--- config.mk ---
export PLATFORM = sky130hd
export DESIGN_NAME = wto_ctrl
export DESIGN_NICKNAME = d
export VERILOG_FILES = /design/src/rtl/wto_pkg.sv /design/src/rtl/wto_ctrl.sv
export VERILOG_INCLUDE_DIRS = /design/src /design/src/rtl
export SDC_FILE = /design/constraint.sdc
export NUM_CORES = 1
export LEC_CHECK = 0
export BUFFER_PORTS_ARGS = -buffer_cell sky130_fd_sc_hd__buf_2
export CAP_MARGIN = 20
export CORE_AREA = 8 8 45 47
export CTS_CLUSTER_DIAMETER = 60
export CTS_CLUSTER_SIZE = 25
export DETAILED_ROUTE_END_ITERATION = 8
export DIE_AREA = 0 0 53 55
export PLACE_DENSITY_LB_ADDON = 0.3
export SYNTH_ARGS = -nofsm -noshare
export SYNTH_HDL_FRONTEND = slang
export SYNTH_SLANG_ARGS = --single-unit
--- constraint.sdc ---
create_clock -name clk -period 2.24 [get_ports clk]
set_clock_uncertainty 0.05 [all_clocks]
set_input_delay 0.112 -clock clk [delete_from_list [all_inputs] [get_ports clk]]
set_output_delay 0.112 -clock clk [all_outputs]
set_load 0.01 [all_outputs]
--- src/rtl/wavetable_oscillator_interp_assert.svh ---
// assertion macros shared by the oscillator modules
// each expects clk and rst_n in scope
`ifndef WAVETABLE_OSCILLATOR_INTERP_ASSERT_SVH
`define WAVETABLE_OSCILLATOR_INTERP_ASSERT_SVH
`ifndef SYNTHESIS
// consequent must hold in the same cycle
`define WTO_ASSERT_SAME(label, ante, cons, msg) \
  label: assert property (@(posedge clk) disable iff (!rst_n) (ante) |-> (cons)) \
    else $error(msg);
// consequent must hold in the next cycle
`define WTO_ASSERT_NEXT(label, ante, cons, msg) \
  label: assert property (@(posedge clk) disable iff (!rst_n) (ante) |=> (cons)) \
    else $error(msg);
`else
`define WTO_ASSERT_SAME(label, ante, cons, msg)
`define WTO_ASSERT_NEXT(label, ante, cons, msg)
`endif
`endif

--- src/rtl/wto_pkg.sv ---
package wto_pkg;

  // default parameter values
  localparam int TABLE_DEPTH_DEF  = 4096;
  localparam int FRAC_BITS_DEF    = 16;
  localparam int SAMPLE_WIDTH_DEF = 16;

  // fixed field widths
  localparam int TABLE_LENGTH_W = 13;
  localparam int SCALE_W        = 24;
  localparam int FREQ_W         = 25;
  localparam int TABLE_ADDR_W   = 12;
  localparam int CFG_IDX_W      = 1;
  localparam int CFG_DATA_W     = 24;

  // fraction bits of frequency (Q17.8) times scale (Q0.24)
  localparam int PROD_FRAC = 32;

  localparam logic [TABLE_LENGTH_W-1:0] TABLE_LENGTH_RESET = 13'd4096;

  // register indexes
  localparam logic [CFG_IDX_W-1:0] REG_TABLE_LENGTH    = 1'd0;
  localparam logic [CFG_IDX_W-1:0] REG_INCREMENT_SCALE = 1'd1;

  // item commands
  localparam logic CMD_LOAD = 1'b0;
  localparam logic CMD_GEN  = 1'b1;

  // controller to datapath
  typedef struct packed {
    logic accept;
    logic mod_start;
    logic mod_take;
    logic load_write;
    logic mul_lo;
    logic mul_hi;
    logic sat;
    logic phase_step;
    logic rd;
    logic diff;
    logic finish;
  } ctrl_cmd_t;

  // datapath to controller
  typedef struct packed {
    logic load_wrap;
    logic phase_wrap;
    logic mod_done;
    logic out_free;
  } ctrl_status_t;

endpackage

--- src/rtl/wto_ctrl.sv ---
`include "wavetable_oscillator_interp_assert.svh"

module wto_ctrl import wto_pkg::*; (
  input  logic         clk,
  input  logic         rst_n,
  input  logic         in_valid,
  input  logic         in_cmd,
  output logic         in_stall,
  input  ctrl_status_t status,
  output ctrl_cmd_t    cmd
);

  typedef enum logic [3:0] {
    S_IDLE,
    S_LOAD,
    S_MOD_LD,
    S_WRITE,
    S_MUL_LO,
    S_MOD_GEN,
    S_MUL_HI,
    S_SAT,
    S_PHASE,
    S_READ,
    S_DIFF,
    S_INTERP
  } state_t;

  state_t state_r;
  state_t state_nxt;

  // sequencing and command decode
  always_comb begin
    state_nxt = state_r;
    cmd       = '0;
    case (state_r)
      S_IDLE: begin
        if (in_valid) begin
          cmd.accept = 1'b1;
          state_nxt  = (in_cmd == CMD_GEN) ? S_MUL_LO : S_LOAD;
        end
      end
      S_LOAD: begin
        if (status.load_wrap) begin
          cmd.mod_start = 1'b1;
          state_nxt     = S_MOD_LD;
        end else begin
          cmd.load_write = 1'b1;
          state_nxt      = S_IDLE;
        end
      end
      S_MOD_LD: begin
        if (status.mod_done) begin
          cmd.mod_take = 1'b1;
          state_nxt    = S_WRITE;
        end
      end
      S_WRITE: begin
        cmd.load_write = 1'b1;
        state_nxt      = S_IDLE;
      end
      S_MUL_LO: begin
        cmd.mul_lo = 1'b1;
        if (status.phase_wrap) begin
          cmd.mod_start = 1'b1;
          state_nxt     = S_MOD_GEN;
        end else begin
          state_nxt = S_MUL_HI;
        end
      end
      S_MOD_GEN: begin
        if (status.mod_done) begin
          cmd.mod_take = 1'b1;
          state_nxt    = S_MUL_HI;
        end
      end
      S_MUL_HI: begin
        cmd.mul_hi = 1'b1;
        state_nxt  = S_SAT;
      end
      S_SAT: begin
        cmd.sat   = 1'b1;
        state_nxt = S_PHASE;
      end
      S_PHASE: begin
        cmd.phase_step = 1'b1;
        state_nxt      = S_READ;
      end
      S_READ: begin
        cmd.rd    = 1'b1;
        state_nxt = S_DIFF;
      end
      S_DIFF: begin
        cmd.diff  = 1'b1;
        state_nxt = S_INTERP;
      end
      S_INTERP: begin
        if (status.out_free) begin
          cmd.finish = 1'b1;
          state_nxt  = S_IDLE;
        end
      end
      default: begin
        state_nxt = S_IDLE;
      end
    endcase
  end

  always_ff @(posedge clk) begin
    if (!rst_n) begin
      state_r <= S_IDLE;
    end else begin
      state_r <= state_nxt;
    end
  end

  assign in_stall = (state_r != S_IDLE);

  `WTO_ASSERT_NEXT(a_busy_after_accept, cmd.accept, in_stall, "accepted beat not held off")

endmodule

==> Flow_metrics.wiki <==
{| class="wikitable"
! Metric !! Value
|-
| Run status || completed
|-
| Portion of the clock cycle consumed by the worst path in the final layout || 80.9%
|-
| Wire length of the first global-routing pass || 1.78 mm
|-
| Top flop regs || state_r: 4 flops
|-
| Number of hold buffers added after cts || 0
|-
| Top-area cell type share of the netlist area || 19.5%
|-
| Power per Cell Area || 1100 mW/mm^2
|-
| Data arrival, critical path || 1.65 ns
|-
| Clock latency at the later pin of the worst-skew pair || 0.23 ns
|-
| Highest clock rate || roughly 550 MHz
|-
| Post-synth EDFFs || 0
|-
| Filler cell count || 162
|-
| DRC violations left || 0
|-
| Leftover overflow at the end of global routing || 0
|-
| Largest reg by FF count || state_r
|-
| Worst hold slack || 0.124 ns
|-
| Relative area change from synthesis to final layout || 27.4%
|-
| Initial drt markers || 8
|-
| Area of the die || 0.00292 mm^2
|-
| Std-Cell Core Area || 0.00138 mm^2
|-
| Type of element capturing the critical path || primary output
|-
| Area used by multi-input combinational logic || 292 um^2
|-
| Post-CTS setup buffer count || 0
|-
| Clock root buffer master || sky130_fd_sc_hd__clkbuf_4
|-
| Routed via count divided by cell count || roughly 5
|-
| Required @ worst endpoint || between 2 and 2.5 ns
|-
| FF+latch count, synth || 4
|-
| Static power due to leakage || 0.000254 uW
|-
| Post-route setup TNS || 0 ns
|-
| Max capacitance violation total || 0
|-
| Number of global-route vias before repair || between 400 and 500
|-
| Diodes inserted || 0
|-
| Total standard cell area after synthesis || 412 um^2
|-
| Number of pins exceeding their max-slew limit in the final report || 0
|-
| Type of element launching the critical path || register
|-
| Layout cell share with drive strength beyond 1 || roughly a third
|-
| IO Count || 20
|-
| Most repeated cell in the gate-level netlist after synthesis || sky130_fd_sc_hd__nor2_1
|-
| Maximum net fanout on the critical path || 15
|-
| Height of the die || about 55 um
|-
| Setup slack of the critical path after layout || ~0.43 ns
|-
| Maximum buffer depth of the clock tree || 2
|-
| Pin slew with the least headroom to its limit || 0.434 ns
|-
| Period minus WS final || 1.81 ns
|-
| Detailed Route WL || approximately 1.1 mm
|-
| Clock slew at reported path FFs || 0.03 ns
|-
| Die width || 53 um
|-
| Cts repair resizes || 0
|-
| Asr flop ratio synth || 0%
|-
| Path class of the lowest-slack min-delay path || input pin to register
|-
| Top cell types by occurrence after synthesis || sky130_fd_sc_hd__nor2_1, sky130_fd_sc_hd__nand2_1, sky130_fd_sc_hd__dfxtp_1, sky130_fd_sc_hd__inv_1
|-
| Yosys warns || 0
|-
| Initial antenna violation count || 0
|-
| Cell taking the most area after synthesis || sky130_fd_sc_hd__dfxtp_1
|-
| Count of placed standard cells in the final layout, fillers left out || 95
|-
| Final setup viols || 0
|-
| Number of different library cells in the post-synthesis netlist || 28
|-
| Number of levels the H-tree was split into || 1
|-
| Number of instances in the placed design || 92
|-
| Launch instance of the worst register-to-register path || state_r[1]
|-
| Relative max-transition margin || 71.1%
|-
| Number of search-and-repair iterations in the first detailed-routing pass || 4
|-
| Area used by sequential logic in the layout || between 80 and 90 um^2
|-
| Gpl congestion || around 0.8
|-
| Number of vias after detailed routing || 467
|-
| Detail-routed net length per standard cell || 11.7 um
|-
| TritonCTS clock tree || done
|-
| Syn Inst Count || just over 60
|-
| Number of flip-flops under the largest register name || 4
|-
| Post-Place Setup Slack || 0.660 ns
|-
| Clock sink total || 4
|-
| Crit path from || state_r[1]
|-
| Nets || 89
|-
| Cells taking the most area after synthesis || sky130_fd_sc_hd__dfxtp_1, sky130_fd_sc_hd__nor2_1, sky130_fd_sc_hd__nand2_1
|-
| Count of buffers inserted at the top-level ports || 19
|-
| Total Routing Usage GR || 7.91%
|-
| Initial cell density of the core || 29.7%
|-
| Mapped Nets || 69
|-
| Final hold violation count || 0
|-
| Maximum number of pins on one net before global-route repair || 16
|-
| Setup CP Type || register to primary output
|-
| Main flop type after synthesis || sky130_fd_sc_hd__dfxtp_1
|-
| Setup repair after global routing missed its margin || no
|-
| Number of antenna-violating nets in the routed design || 0
|-
| Beginning of the worst hold path || rst_n
|-
| Seq/Total Area, Yosys || roughly a fifth
|-
| Average cell area after synthesis || between 6 and 7 um^2
|-
| CTS buffer count || 3
|-
| HPWL Detailed || 899 um
|-
| Total power after layout || 579 uW
|-
| Worst supply voltage drop on vdd || roughly 0.45 mV
|-
| Count of standard-cell rows || 14
|}
-- layer usage --
| metal | vias up | part of all wire (%) | track usage, % |
|---|---|---|---|
| li1 | 247 | - | - |
| met1 | 205 | 40 | 8.64 |
| met2 | 15 | 50 | 12.7 |
| met3 | 0 | 9.7 | 3.74 |
| met4 | 0 | 0 | 3.88 |
| met5 | - | 0 | 0 |
-- power by group --
part / total, uW / switching [uW] / internal, uW
sequential: 169 / 73.2 / 96.0
clock: 86.5 / 26.8 / 59.7
combinational: 323 / 174 / 150
total: 579 / 273 / 305
-- cell type report --
cell class | count | share of cell area [%]
well taps | 16 | 3.82
flip-flops and latches | 4 | 15.3
inverters | 4 | 2.86
repair buffers | 19 | 18.1
multi-input cells | 49 | 55.6
clock buffers | 3 | 4.30
-- final timing paths --
| kind | to | slack [ns] | cells past startpoint |
|---|---|---|---|
| worst max-delay path | cmd[8] | 0.43 | 4 |
| worst min-delay path | state_r[0] | 0.12 | 3 |
| worst max register to register | state_r[2] | 0.66 | 4 |
| worst min register to register | state_r[0] | 0.59 | 2 |
-- metrics by stage --
stage / util, % / cell area, um^2
2_1_floorplan: - / 412
3_3_place_gp: 36.3 / 502
3_5_place_dp: 36.3 / 502
4_1_cts: 37.9 / 524
5_1_grt: 37.9 / 524
6_report: 37.9 / 524
-- layout by cell type (no fill, tap or decap), drive strengths merged --
master / n
buf: 19
nor2: 9
nand2: 8
inv: 4
dfxtp: 4
a21oi: 4
nand2b: 3
nor2b: 3
clkbuf: 3
nor3: 2
nand3: 2
a211oi: 2
and3: 2
mux2i: 2
o21ai: 2
or2b: 1
nand3b: 1
or4b: 1
and2: 1
or4: 1
nand4b: 1
nor4: 1
a21o: 1
o211ai: 1
o2111ai: 1
-- logic make-up after synthesis --
| logic type | after synthesis | synth area share, % |
|---|---|---|
| AND/OR/NAND/NOR | 36 | 46.5 |
| AO/OA/AOI/OAI | 11 | 19.5 |
| buffers and inverters | 8 | 9.72 |
| flip-flops | 4 | 19.5 |
| multiplexers | 2 | 4.86 |
-- critical path, stage by stage, from the launching register on --
cell	delay [ns]
sky130_fd_sc_hd__dfxtp_1	0.58
sky130_fd_sc_hd__or4b_1	0.50
sky130_fd_sc_hd__o21ai_2	0.09
sky130_fd_sc_hd__and2_1	0.13
sky130_fd_sc_hd__buf_2	0.12
Power figures use the tool's default switching activity.
